--- src/hw/rtl/uer_pkg.sv ---
package uer_pkg;

  // Width of the free-running tick timer.
  localparam int unsigned TIMER_WIDTH = 16;

  // Field widths.
  localparam int unsigned COUNT_W  = 16;
  localparam int unsigned PULSE_W  = 16;
  localparam int unsigned DIST_W   = 11;
  localparam int unsigned GUARD_W  = 8;
  localparam int unsigned TRIG_W   = 8;
  localparam int unsigned CFG_IDX_W  = 2;
  localparam int unsigned CFG_DATA_W = 16;

  // Centimeters per tick of echo: distance = pulse / 58. The divide is done as
  // a multiply by ceil(2^21 / 58) and a shift by 21.
  // This is exact for every 16-bit pulse value.
  localparam int unsigned CM_DIVISOR   = 58;
  localparam int unsigned RECIP_SHIFT  = 21;
  localparam int unsigned RECIP_MUL    = ((1 << RECIP_SHIFT) + CM_DIVISOR - 1) / CM_DIVISOR;
  localparam int unsigned PROD_W       = PULSE_W + 16;

  // Largest pulse width that can be reported.
  localparam logic [31:0] PULSE_MAX = 32'h0000_FFFF;

  // Configuration register indexes.
  typedef enum logic [CFG_IDX_W-1:0] {
    REG_GUARD_LOW    = 2'd0,
    REG_TRIGGER_HIGH = 2'd1,
    REG_CLEAR_WAIT   = 2'd2,
    REG_ECHO_TIMEOUT = 2'd3
  } uer_reg_e;

  // Reset values of the configuration registers.
  localparam logic [GUARD_W-1:0] GUARD_LOW_RST    = 8'd2;
  localparam logic [TRIG_W-1:0]  TRIGGER_HIGH_RST = 8'd10;
  localparam logic [COUNT_W-1:0] CLEAR_WAIT_RST   = 16'd1000;
  localparam logic [COUNT_W-1:0] ECHO_TIMEOUT_RST = 16'd60000;

  // Measurement sequencer phases, one-hot.
  typedef enum logic [5:0] {
    PH_IDLE  = 6'b000001,
    PH_CLEAR = 6'b000010,
    PH_GUARD = 6'b000100,
    PH_TRIG  = 6'b001000,
    PH_RISE  = 6'b010000,
    PH_FALL  = 6'b100000
  } uer_phase_e;

  // One input tick.
  typedef struct packed {
    logic start_req;
    logic echo;
  } uer_in_t;

  // One result.
  typedef struct packed {
    logic               trigger;
    logic               busy_res;
    logic               done_res;
    logic               valid_res;
    logic [PULSE_W-1:0] pulse_ticks;
    logic [DIST_W-1:0]  distance_cm;
  } uer_out_t;

  // A result before the distance has been worked out.
  typedef struct packed {
    logic               trigger;
    logic               busy_res;
    logic               done_res;
    logic               valid_res;
    logic [PULSE_W-1:0] pulse_ticks;
  } uer_tick_t;

endpackage

--- src/hw/rtl/uer_intf.sv ---
// Channel carrying one input tick.
interface uer_item_if;
  logic            valid;
  logic            ready;
  uer_pkg::uer_in_t data;

  modport source (output valid, output data, input ready);
  modport sink   (input valid, input data, output ready);
endinterface

// Channel carrying one result.
interface uer_result_if;
  logic             valid;
  logic             ready;
  uer_pkg::uer_out_t data;

  modport source (output valid, output data, input ready);
  modport sink   (input valid, input data, output ready);
endinterface

// Configuration write channel.
interface uer_cfg_if;
  logic                             valid;
  logic                             ready;
  logic [uer_pkg::CFG_IDX_W-1:0]    index;
  logic [uer_pkg::CFG_DATA_W-1:0]   data;

  modport source (output valid, output index, output data, input ready);
  modport sink   (input valid, input index, input data, output ready);
endinterface

--- src/hw/rtl/ultrasonic_echo_ranger_top.sv ---
// Ultrasonic echo ranger. Each input transfer is one 1 us tick carrying a start
// request and the sampled echo pin; each tick gives exactly one result with the
// trigger pin level, busy, done and valid flags, the latest echo width in ticks
// and that width divided by 58 as centimeters. One tick is taken every clock
// cycle while the result side keeps up. The first stage runs the measurement
// sequencer and the timer, the second does the divide by 58 as a single 16x16
// multiply. When the result side stalls, both stages hold and input ready drops
// in the same cycle. The configuration port is always ready and should be
// written only while no measurement is running.
module ultrasonic_echo_ranger_top (
  input  logic                clk_i,
  input  logic                rst_ni,
  uer_item_if.sink            item_i,
  uer_result_if.source        result_o,
  uer_cfg_if.sink             cfg_i
);

  // Configuration registers.
  logic [uer_pkg::GUARD_W-1:0] guard_low_q;
  logic [uer_pkg::TRIG_W-1:0]  trigger_high_q;
  logic [uer_pkg::COUNT_W-1:0] clear_wait_q;
  logic [uer_pkg::COUNT_W-1:0] echo_timeout_q;

  // Sequencer state.
  uer_pkg::uer_phase_e             phase_q, phase_d;
  logic [uer_pkg::COUNT_W-1:0]     count_q, count_d;
  logic [uer_pkg::TIMER_WIDTH-1:0] free_timer_q;
  logic [uer_pkg::TIMER_WIDTH-1:0] rise_time_q, rise_time_d;
  logic                            echo_last_q;
  logic [uer_pkg::PULSE_W-1:0]     last_pulse_q, last_pulse_d;

  // Pipeline stages.
  logic                  stage_valid_q;
  uer_pkg::uer_tick_t    stage_q, stage_d;
  logic                  out_valid_q;
  uer_pkg::uer_out_t     out_q;

  logic advance;
  logic accept;

  // Sequencer helpers.
  logic                            rising;
  logic                            falling;
  logic                            done;
  logic [uer_pkg::COUNT_W-1:0]     count_inc;
  logic [uer_pkg::TIMER_WIDTH-1:0] diff;
  logic [31:0]                     diff_wide;
  logic [uer_pkg::PROD_W-1:0]      product;

  // The whole pipeline moves whenever the output register is free or drained.
  assign advance      = !out_valid_q || result_o.ready;
  assign item_i.ready = advance;
  assign accept       = item_i.valid && advance;
  assign cfg_i.ready  = 1'b1;

  // Configuration writes.
  always_ff @(posedge clk_i or negedge rst_ni) begin
    if (!rst_ni) begin
      guard_low_q    <= uer_pkg::GUARD_LOW_RST;
      trigger_high_q <= uer_pkg::TRIGGER_HIGH_RST;
      clear_wait_q   <= uer_pkg::CLEAR_WAIT_RST;
      echo_timeout_q <= uer_pkg::ECHO_TIMEOUT_RST;
    end else if (cfg_i.valid) begin
      case (cfg_i.index)
        uer_pkg::REG_GUARD_LOW:    guard_low_q    <= cfg_i.data[uer_pkg::GUARD_W-1:0];
        uer_pkg::REG_TRIGGER_HIGH: trigger_high_q <= cfg_i.data[uer_pkg::TRIG_W-1:0];
        uer_pkg::REG_CLEAR_WAIT:   clear_wait_q   <= cfg_i.data;
        uer_pkg::REG_ECHO_TIMEOUT: echo_timeout_q <= cfg_i.data;
        default: ;
      endcase
    end
  end

  // Measurement sequencer: next state and the result of this tick.
  always_comb begin
    phase_d      = phase_q;
    count_d      = count_q;
    rise_time_d  = rise_time_q;
    last_pulse_d = last_pulse_q;
    done         = 1'b0;
    stage_d      = '0;
    count_inc    = count_q + uer_pkg::COUNT_W'(1);
    rising       = item_i.data.echo && !echo_last_q;
    falling      = !item_i.data.echo && echo_last_q;
    diff         = free_timer_q - rise_time_q;
    diff_wide    = 32'(diff);

    case (phase_q)
      uer_pkg::PH_IDLE: begin
        if (item_i.data.start_req) begin
          phase_d = uer_pkg::PH_CLEAR;
          count_d = '0;
        end
      end
      uer_pkg::PH_CLEAR: begin
        // Wait for a stale echo to end, but not past the limit.
        if (!item_i.data.echo || count_q >= clear_wait_q) begin
          count_d = '0;
          phase_d = (guard_low_q == '0) ? uer_pkg::PH_TRIG : uer_pkg::PH_GUARD;
        end else begin
          count_d = count_inc;
        end
      end
      uer_pkg::PH_GUARD: begin
        count_d = count_inc;
        if (count_inc >= uer_pkg::COUNT_W'(guard_low_q)) begin
          phase_d = uer_pkg::PH_TRIG;
          count_d = '0;
        end
      end
      uer_pkg::PH_TRIG: begin
        stage_d.trigger = 1'b1;
        count_d = count_inc;
        if (count_inc >= uer_pkg::COUNT_W'(trigger_high_q)) begin
          phase_d = uer_pkg::PH_RISE;
          count_d = '0;
        end
      end
      uer_pkg::PH_RISE, uer_pkg::PH_FALL: begin
        // Capture the timer at the rising edge, measure at the falling edge.
        if (phase_q == uer_pkg::PH_RISE) begin
          if (rising) begin
            rise_time_d = free_timer_q;
            phase_d     = uer_pkg::PH_FALL;
          end
        end else if (falling) begin
          last_pulse_d = (diff_wide > uer_pkg::PULSE_MAX) ?
                         uer_pkg::PULSE_MAX[uer_pkg::PULSE_W-1:0] :
                         diff_wide[uer_pkg::PULSE_W-1:0];
          done              = 1'b1;
          stage_d.valid_res = 1'b1;
          phase_d           = uer_pkg::PH_IDLE;
          count_d           = '0;
        end
        // Timeout covers both edges together.
        if (!done) begin
          count_d = count_inc;
          if (count_inc >= echo_timeout_q) begin
            last_pulse_d      = '0;
            done              = 1'b1;
            stage_d.valid_res = 1'b0;
            phase_d           = uer_pkg::PH_IDLE;
            count_d           = '0;
          end
        end
      end
      default: begin
        phase_d = uer_pkg::PH_IDLE;
        count_d = '0;
      end
    endcase

    stage_d.busy_res    = (phase_q != uer_pkg::PH_IDLE);
    stage_d.done_res    = done;
    stage_d.pulse_ticks = last_pulse_d;
  end

  // Sequencer state advances once per accepted tick.
  always_ff @(posedge clk_i or negedge rst_ni) begin
    if (!rst_ni) begin
      phase_q      <= uer_pkg::PH_IDLE;
      count_q      <= '0;
      free_timer_q <= '0;
      rise_time_q  <= '0;
      echo_last_q  <= 1'b0;
      last_pulse_q <= '0;
    end else if (accept) begin
      phase_q      <= phase_d;
      count_q      <= count_d;
      free_timer_q <= free_timer_q + uer_pkg::TIMER_WIDTH'(1);
      rise_time_q  <= rise_time_d;
      echo_last_q  <= item_i.data.echo;
      last_pulse_q <= last_pulse_d;
    end
  end

  // First stage: sequencer result.
  always_ff @(posedge clk_i or negedge rst_ni) begin
    if (!rst_ni) begin
      stage_valid_q <= 1'b0;
    end else if (advance) begin
      stage_valid_q <= item_i.valid;
    end
  end

  always_ff @(posedge clk_i) begin
    if (accept) begin
      stage_q <= stage_d;
    end
  end

  // Second stage: distance by reciprocal multiply.
  assign product = uer_pkg::PROD_W'(stage_q.pulse_ticks) *
                   uer_pkg::PROD_W'(uer_pkg::RECIP_MUL);

  always_ff @(posedge clk_i or negedge rst_ni) begin
    if (!rst_ni) begin
      out_valid_q <= 1'b0;
    end else if (advance) begin
      out_valid_q <= stage_valid_q;
    end
  end

  always_ff @(posedge clk_i) begin
    if (advance && stage_valid_q) begin
      out_q.trigger     <= stage_q.trigger;
      out_q.busy_res    <= stage_q.busy_res;
      out_q.done_res    <= stage_q.done_res;
      out_q.valid_res   <= stage_q.valid_res;
      out_q.pulse_ticks <= stage_q.pulse_ticks;
      out_q.distance_cm <= product[uer_pkg::RECIP_SHIFT +: uer_pkg::DIST_W];
    end
  end

  assign result_o.valid = out_valid_q;
  assign result_o.data  = out_q;

`ifndef SYNTHESIS
  // A start request in idle always opens the stale echo wait.
  assert property (@(posedge clk_i) disable iff (!rst_ni)
    accept && phase_q == uer_pkg::PH_IDLE && item_i.data.start_req
    |=> phase_q == uer_pkg::PH_CLEAR)
    else $error("start in idle did not enter the clear phase");

  // A finished measurement returns the sequencer to idle.
  assert property (@(posedge clk_i) disable iff (!rst_ni)
    accept && done |=> phase_q == uer_pkg::PH_IDLE)
    else $error("sequencer not idle after a finished measurement");

  // The timer moves by exactly one per accepted tick.
  assert property (@(posedge clk_i) disable iff (!rst_ni)
    accept |=> free_timer_q == $past(free_timer_q) + uer_pkg::TIMER_WIDTH'(1))
    else $error("free timer did not step by one");

  // The distance is the floor of the pulse width divided by 58.
  assert property (@(posedge clk_i) disable iff (!rst_ni)
    out_valid_q |->
      (32'(out_q.distance_cm) * uer_pkg::CM_DIVISOR <= 32'(out_q.pulse_ticks)) &&
      (32'(out_q.pulse_ticks) < (32'(out_q.distance_cm) + 32'd1) * uer_pkg::CM_DIVISOR))
    else $error("distance does not match pulse width");
`endif

endmodule

--- src/flat_wrapper.sv ---
// flat-port wrapper written by rule: the top's interface ports become plain ports
module ultrasonic_echo_ranger_top_flat 
  (clk_i, rst_ni, item_i_valid, item_i_data, item_i_ready, result_o_valid, result_o_data, result_o_ready, cfg_i_valid, cfg_i_index, cfg_i_data, cfg_i_ready);
  uer_item_if item_i_i ();
  uer_result_if result_o_i ();
  uer_cfg_if cfg_i_i ();
  input  logic clk_i;
  input  logic rst_ni;
  input wire logic [$bits(item_i_i.valid)-1:0] item_i_valid;
  input wire logic [$bits(item_i_i.data)-1:0] item_i_data;
  output wire logic [$bits(item_i_i.ready)-1:0] item_i_ready;
  output wire logic [$bits(result_o_i.valid)-1:0] result_o_valid;
  output wire logic [$bits(result_o_i.data)-1:0] result_o_data;
  input wire logic [$bits(result_o_i.ready)-1:0] result_o_ready;
  input wire logic [$bits(cfg_i_i.valid)-1:0] cfg_i_valid;
  input wire logic [$bits(cfg_i_i.index)-1:0] cfg_i_index;
  input wire logic [$bits(cfg_i_i.data)-1:0] cfg_i_data;
  output wire logic [$bits(cfg_i_i.ready)-1:0] cfg_i_ready;
  assign item_i_i.valid = item_i_valid;
  assign item_i_i.data = item_i_data;
  assign item_i_ready = item_i_i.ready;
  assign result_o_valid = result_o_i.valid;
  assign result_o_data = result_o_i.data;
  assign result_o_i.ready = result_o_ready;
  assign cfg_i_i.valid = cfg_i_valid;
  assign cfg_i_i.index = cfg_i_index;
  assign cfg_i_i.data = cfg_i_data;
  assign cfg_i_ready = cfg_i_i.ready;
  ultrasonic_echo_ranger_top u_core (.clk_i(clk_i), .rst_ni(rst_ni), .item_i(item_i_i), .result_o(result_o_i), .cfg_i(cfg_i_i));
endmodule
--- config.mk ---
export PLATFORM = sky130hd
export DESIGN_NAME = ultrasonic_echo_ranger_top_flat
export DESIGN_NICKNAME = d
export VERILOG_FILES = /design/src/hw/rtl/uer_pkg.sv /design/src/hw/rtl/uer_intf.sv /design/src/hw/rtl/ultrasonic_echo_ranger_top.sv /design/src/flat_wrapper.sv
export SDC_FILE = /design/constraint.sdc
export NUM_CORES = 1
export LEC_CHECK = 0
export BUFFER_PORTS_ARGS = -buffer_cell sky130_fd_sc_hd__buf_2
export CAP_MARGIN = 15
export CORE_MARGIN = 3
export CORE_UTILIZATION = 30
export DETAILED_ROUTE_END_ITERATION = 6
export GPL_ROUTABILITY_DRIVEN = 0
export MAX_ROUTING_LAYER = met4
export PLACE_DENSITY_LB_ADDON = 0.15
export REMOVE_ABC_BUFFERS = 1
export SLEW_MARGIN = 10
export SYNTH_ARGS = -nofsm -noshare
export SYNTH_HDL_FRONTEND = slang
export SYNTH_SLANG_ARGS = --single-unit
--- constraint.sdc ---
create_clock -name clk_i -period 17.4 [get_ports clk_i]
set_input_delay 1.74 -clock clk_i [delete_from_list [all_inputs] [get_ports clk_i]]
set_output_delay 1.74 -clock clk_i [all_outputs]
set_load 0.1 [all_outputs]
[Yosys cells after proc, flatten, opt, wreduce, memory -nomap -nowiden]
Index checks and enable logic that the tools add are counted.
Cells by class
  equal/unequal tests: 16
  order comparisons: 4
  reduce and logical (&&, ||, !) cells: 19
  bitwise logic cells: 0
  $add $sub $neg: 3
  shift operators: 0
  multiply operators: 1
  div/mod/pow operators: 0
  muxes and demuxes: 33
Operator list (number)
  $mux W16: 13
  $pmux W16 S5: 1
  $mux W6: 9
  $add A16 B1 Y16 const B: 2
  $ge A16 B16 Y1: 2
  $ge A16 B8 Y1: 2
  $mul A16 B15 Y31 const B: 1
  $pmux W6 S5: 1
  $sub A16 B16 Y16: 1
  $logic_not A8 Y1: 1
  $mux W1: 8
  $reduce_and A2 Y1: 4
  $reduce_and A4 Y1: 2
  $eq A6 B1 Y1 const B: 1
  $eq A6 B2 Y1 const B: 1
  $eq A6 B3 Y1 const B: 1
  $eq A6 B4 Y1 const B: 1
  $eq A6 B5 Y1 const B: 1
  $eq A6 B6 Y1 const B: 1
  $ne A2 B1 Y1 const B: 3
  $ne A6 B1 Y1 const B: 1
  $reduce_and A5 Y1: 1
  $eq A2 B2 Y1 const B: 2
  $logic_and A1 B1 Y1: 4
  9 further kinds: 12
Storage, ports and cells
  flip-flop bits (word level): 172
  bits of input ports: 25
  ROM bits: 0
  latch bits: 0
  memories: 0
  word-level logic and storage cells: 99
  bits in writable memories: 0

[Longest topological paths before layout]
  word-level depth: 7
  gate-level depth with buffers: 22
  depth with buffers taken out: 22

[Least setup slack after synthesis]
Ideal clock, no wire load.
  kind: register -> register
  from: register u_core.stage_q[11] (netlist name)
  to: register u_core.out_q (netlist bit u_core.result_o.data[10]), data pin
  data required time: 17.142 ns
  setup time: 0.258 ns
  cell stages (with the launch flop): 21
  clock period less this slack: 5.765 ns
  data arrival time: 5.507 ns
  setup slack: 11.635 ns
  cell sequence: edfxtp_1 fa_1 inv_1 fa_1 inv_1 fa_1 fa_1 fa_1 inv_1 fa_1 inv_1 ha_1 a21oi_1 o21ai_0 a21oi_1 o221ai_2 o41ai_4 o2111ai_2 a21o_1 a21oi_2 xnor2_1
Between the ends
  word-level cells in the longest chain between the ends: 1
Ends and longest elaborated chain
  from (decl): line ultrasonic_echo_ranger_top.sv:34  | uer_pkg::uer_tick_t stage_q, stage_d;
  from (signal assigned): line ultrasonic_echo_ranger_top.sv:188  | stage_q <= stage_d;
  $mul A16 B15 Y31: line ultrasonic_echo_ranger_top.sv:193  | assign product = uer_pkg::PROD_W'(stage_q.pulse_ticks) *
  via u_core.product, one bit: line ultrasonic_echo_ranger_top.sv:48  | logic [uer_pkg::PROD_W-1:0] product;
  to (decl): line ultrasonic_echo_ranger_top.sv:36  | uer_pkg::uer_out_t out_q;
The timed path passes the listed nets, and every way through them passes these cells.
A chain may end at the register's enable or synchronous reset.

[Final worst setup path]
Same ends and word-level chain as after synthesis.

==> results.sh <==
export IMPL_io_pins=59
export IMPL_ys_ff_latch=172
export IMPL_synth_main_ff_cell="dfrtp_1"
export IMPL_status="finished clean"
export IMPL_tns_ps=0
export IMPL_drt_total_wl_um=28900
export IMPL_dieArea_um2=46400
export IMPL_cts_tree="yes"
export IMPL_drt_iter0_drc=368
export IMPL_min_period_ps=6150
export IMPL_cts_setup_buffers=0
export IMPL_utilization_pct=34.1
export IMPL_reg2reg_depth=20
export IMPL_nNetsFinal=1554
export IMPL_ys_types=79
export IMPL_first_pass_iters=4
export IMPL_grt_max_degree=63
export IMPL_numCtsBuffers=17
export IMPL_clkSinkCount=172
export IMPL_hold_ws_ps=424
export IMPL_ctsResizeCount=0
export IMPL_htree_levels=4
export IMPL_ant_nets=0
export IMPL_slew_headroom_pct=36.1
export IMPL_drive_gt1_share_pct=14.2
export IMPL_regToRegSetupSlack_ps=11250
export IMPL_cts_clk_slew_worst_paths_ps=70
export IMPL_antenna_found_initial=0
export IMPL_p_per_area_nw_per_um2=186
export IMPL_crit_arrival_ps=6380
export IMPL_io_buffers=57
export IMPL_finalHoldViolCount=0
export IMPL_num_vias=8413
export IMPL_tightest_slew_ps=956
export IMPL_grt_pass1_vias=9042
export IMPL_dp_hpwl_um=22300
export IMPL_drv_slew=0
export IMPL_final_common_cell="inv_1"
export IMPL_syn_cell_area_um2=13200
export IMPL_fin_crit_sh_pct=35.3
export IMPL_track_usage_pct=13.6
export IMPL_core_um2=43200
export IMPL_grt_overflow_total=0
export IMPL_most_common_layout_cells="inv_1, ha_1, dfrtp_1, fa_1, nand2_1"
export IMPL_crit_path_start_kind="flip-flop"
export IMPL_hold_class="reg -> reg"
export IMPL_rsz0062_at_grt="false"
export IMPL_setup_viol=0
export IMPL_grt_pass1_wl_um=48000
export IMPL_whs_path_depth=0
export IMPL_die_w_um=215
export IMPL_fmax_mhz=163
export IMPL_wl_per_cell_um=15.6
export IMPL_cellLeakagePower_nw=7.33
export IMPL_drc=0
export IMPL_area_growth_pct=11.9
export IMPL_post_synth_inst_count=1200
export IMPL_end_kind="flip-flop"
export IMPL_fp_dieH_um=215
export IMPL_cap_violations=0
export IMPL_peakVddDrop_mv=0.133
export IMPL_start_util_pct=30.5
export IMPL_worstPathRequired_ps=17630
export IMPL_ys_async_sr_fraction_pct=70.3
export IMPL_seq_area_frac_synth_pct=34.8
export IMPL_clockBufferDepth=2
export IMPL_avgViaCountPerCell=4.53
export IMPL_final_setup_skew_ps=18.3
export IMPL_cts_root_buffer="clkbuf_16"
export IMPL_path_class="reg -> reg"
export IMPL_num_antenna_cells=0
export IMPL_clk_latency_ps=490
export IMPL_core_rowCount=76
export IMPL_cp_max_fo=8
export IMPL_synth_edf_count=51
export IMPL_postCtsHoldBufs=0
export IMPL_yosysWarnings=0
export IMPL_avgSynthCellArea_um2=11.0
==> worst max-delay path: stages (launching register included) <==
cell and delay (ps):
edfxtp_1 560, fa_1 590, inv_1 50, fa_1 480, inv_1 50, fa_1 520
fa_1 440, fa_1 540, inv_1 50, fa_1 520, inv_1 40, ha_1 330
a21oi_1 150, o21ai_0 120, a21oi_1 250, o221ai_2 200, o41ai_4 340, o2111ai_2 200
a21o_1 240, a21oi_2 150, xnor2_1 70
==> report_power, final <==
part           leakage [nW]  internal (mW)  switching (mW)  total [mW]
Combinational          5.04          0.709            1.03        1.74
Clock                 0.301          0.210           0.192       0.402
Sequential             1.99          0.531          0.0658       0.597
Total                  7.33           1.45            1.29        2.74
==> per-stage QoR <==
stage               setup WS (ps)  area [µm²]  instances  power (mW)
global placement            11270       14100       1826        2.35
CTS                         11210       14700       1858        2.79
detailed placement          11190       14100       1826        2.36
floorplan                   11640       13000       1178        1.95
global route                10870       14700       1858        3.08
finish                      11250       14700       1858        2.74
==> worst paths after layout <==
path / endpoint / from
worst max-delay path: u_core.result_o.data[10]$_DFFE_PP_ / u_core.stage_q[11]$_DFFE_PP_
worst min-delay path: u_core.result_o.data[28]$_DFFE_PP_ / u_core.stage_q[17]$_SDFFCE_PP0P_
worst max register to register: u_core.result_o.data[10]$_DFFE_PP_ / u_core.stage_q[11]$_DFFE_PP_
worst min register to register: u_core.result_o.data[28]$_DFFE_PP_ / u_core.stage_q[17]$_SDFFCE_PP0P_
max in group asynchronous: u_core.count_q[12]$_DFFE_PN0P_ / rst_ni
min in group asynchronous: u_core.clear_wait_q[15]$_DFFE_PN0P_ / rst_ni
==> sequential cells by signal (all words and copies together) (netlist names) <==
name,count
u_core.count_q,16
u_core.stage_valid_q,1
u_core.clear_wait_q,16
u_core.result_o.data,31
u_core.last_pulse_q,16
u_core.result_o.valid,1
u_core.phase_q,6
u_core.stage_q,20
u_core.echo_last_q,1
u_core.echo_timeout_q,16
u_core.free_timer_q,16
u_core.rise_time_q,16
u_core.guard_low_q,8
u_core.trigger_high_q,8
==> area by class of cell <==
cell class                 count  area [µm²]
multi-input combinational    788        7640
clock buffer                  18         439
tap                          585         732
clock inverter                14         174
sequential                   172        4580
timing repair buffer          63         333
inverter                     218         818
fill                        4440       28500
==> Yosys cell counts (all sizes together), types with 2 or more instances <==
library cell	n	area share, %
inv	218	6.2
ha	185	18
dfrtp	104	20
fa	84	13
nand2	64	1.9
edfxtp	51	12
o21ai	51	2.0
mux2	47	4.1
a21oi	40	1.6
xnor2	36	2.4
a22o	34	2.3
nand3	33	1.4
nor2	31	0.88
a21o	27	1.5
xor2	27	1.9
dfstp	17	3.4
clkbuf	13	0.37
a32o	12	0.91
and2	12	0.59
nand4	11	0.52
nor3	11	0.54
nand2b	10	0.53
and3	9	0.50
buf	9	0.54
nand3b	6	0.37
nor4	6	0.40
o41ai	6	0.60
nor2b	5	0.24
o21a	5	0.29
a211oi	4	0.27
o211ai	4	0.23
or3	3	0.14
a21boi	2	0.14
o2111ai	2	0.18
o21bai	2	0.11
o221ai	2	0.18
==> layer usage <==
layer	global-route usage, %	vias to the layer above	part of all wire [%]
met5	-	-	0
met4	4.54	0	1.7
li1	-	4213	-
met2	22.6	73	49
met3	2.86	27	2.3
met1	16.6	4100	47
==> cells by family (layout without fill, tap and decap cells) <==
logic type / Yosys count / in the layout / synth area share (%)
adders and majority gates: 269 / 269 / 30.4
buffers and inverters: 240 / 313 / 7.13
and+or+nand+nor: 206 / 206 / 8.29
AOI/OAI and AO/OA: 202 / 202 / 11.0
DFF: 172 / 172 / 34.8
xor gates and xnor gates: 63 / 63 / 4.25
muxes: 47 / 47 / 4.11
other: 1 / 1 / 0.0285
No activity file was read; power rests on OpenSTA's default activity.
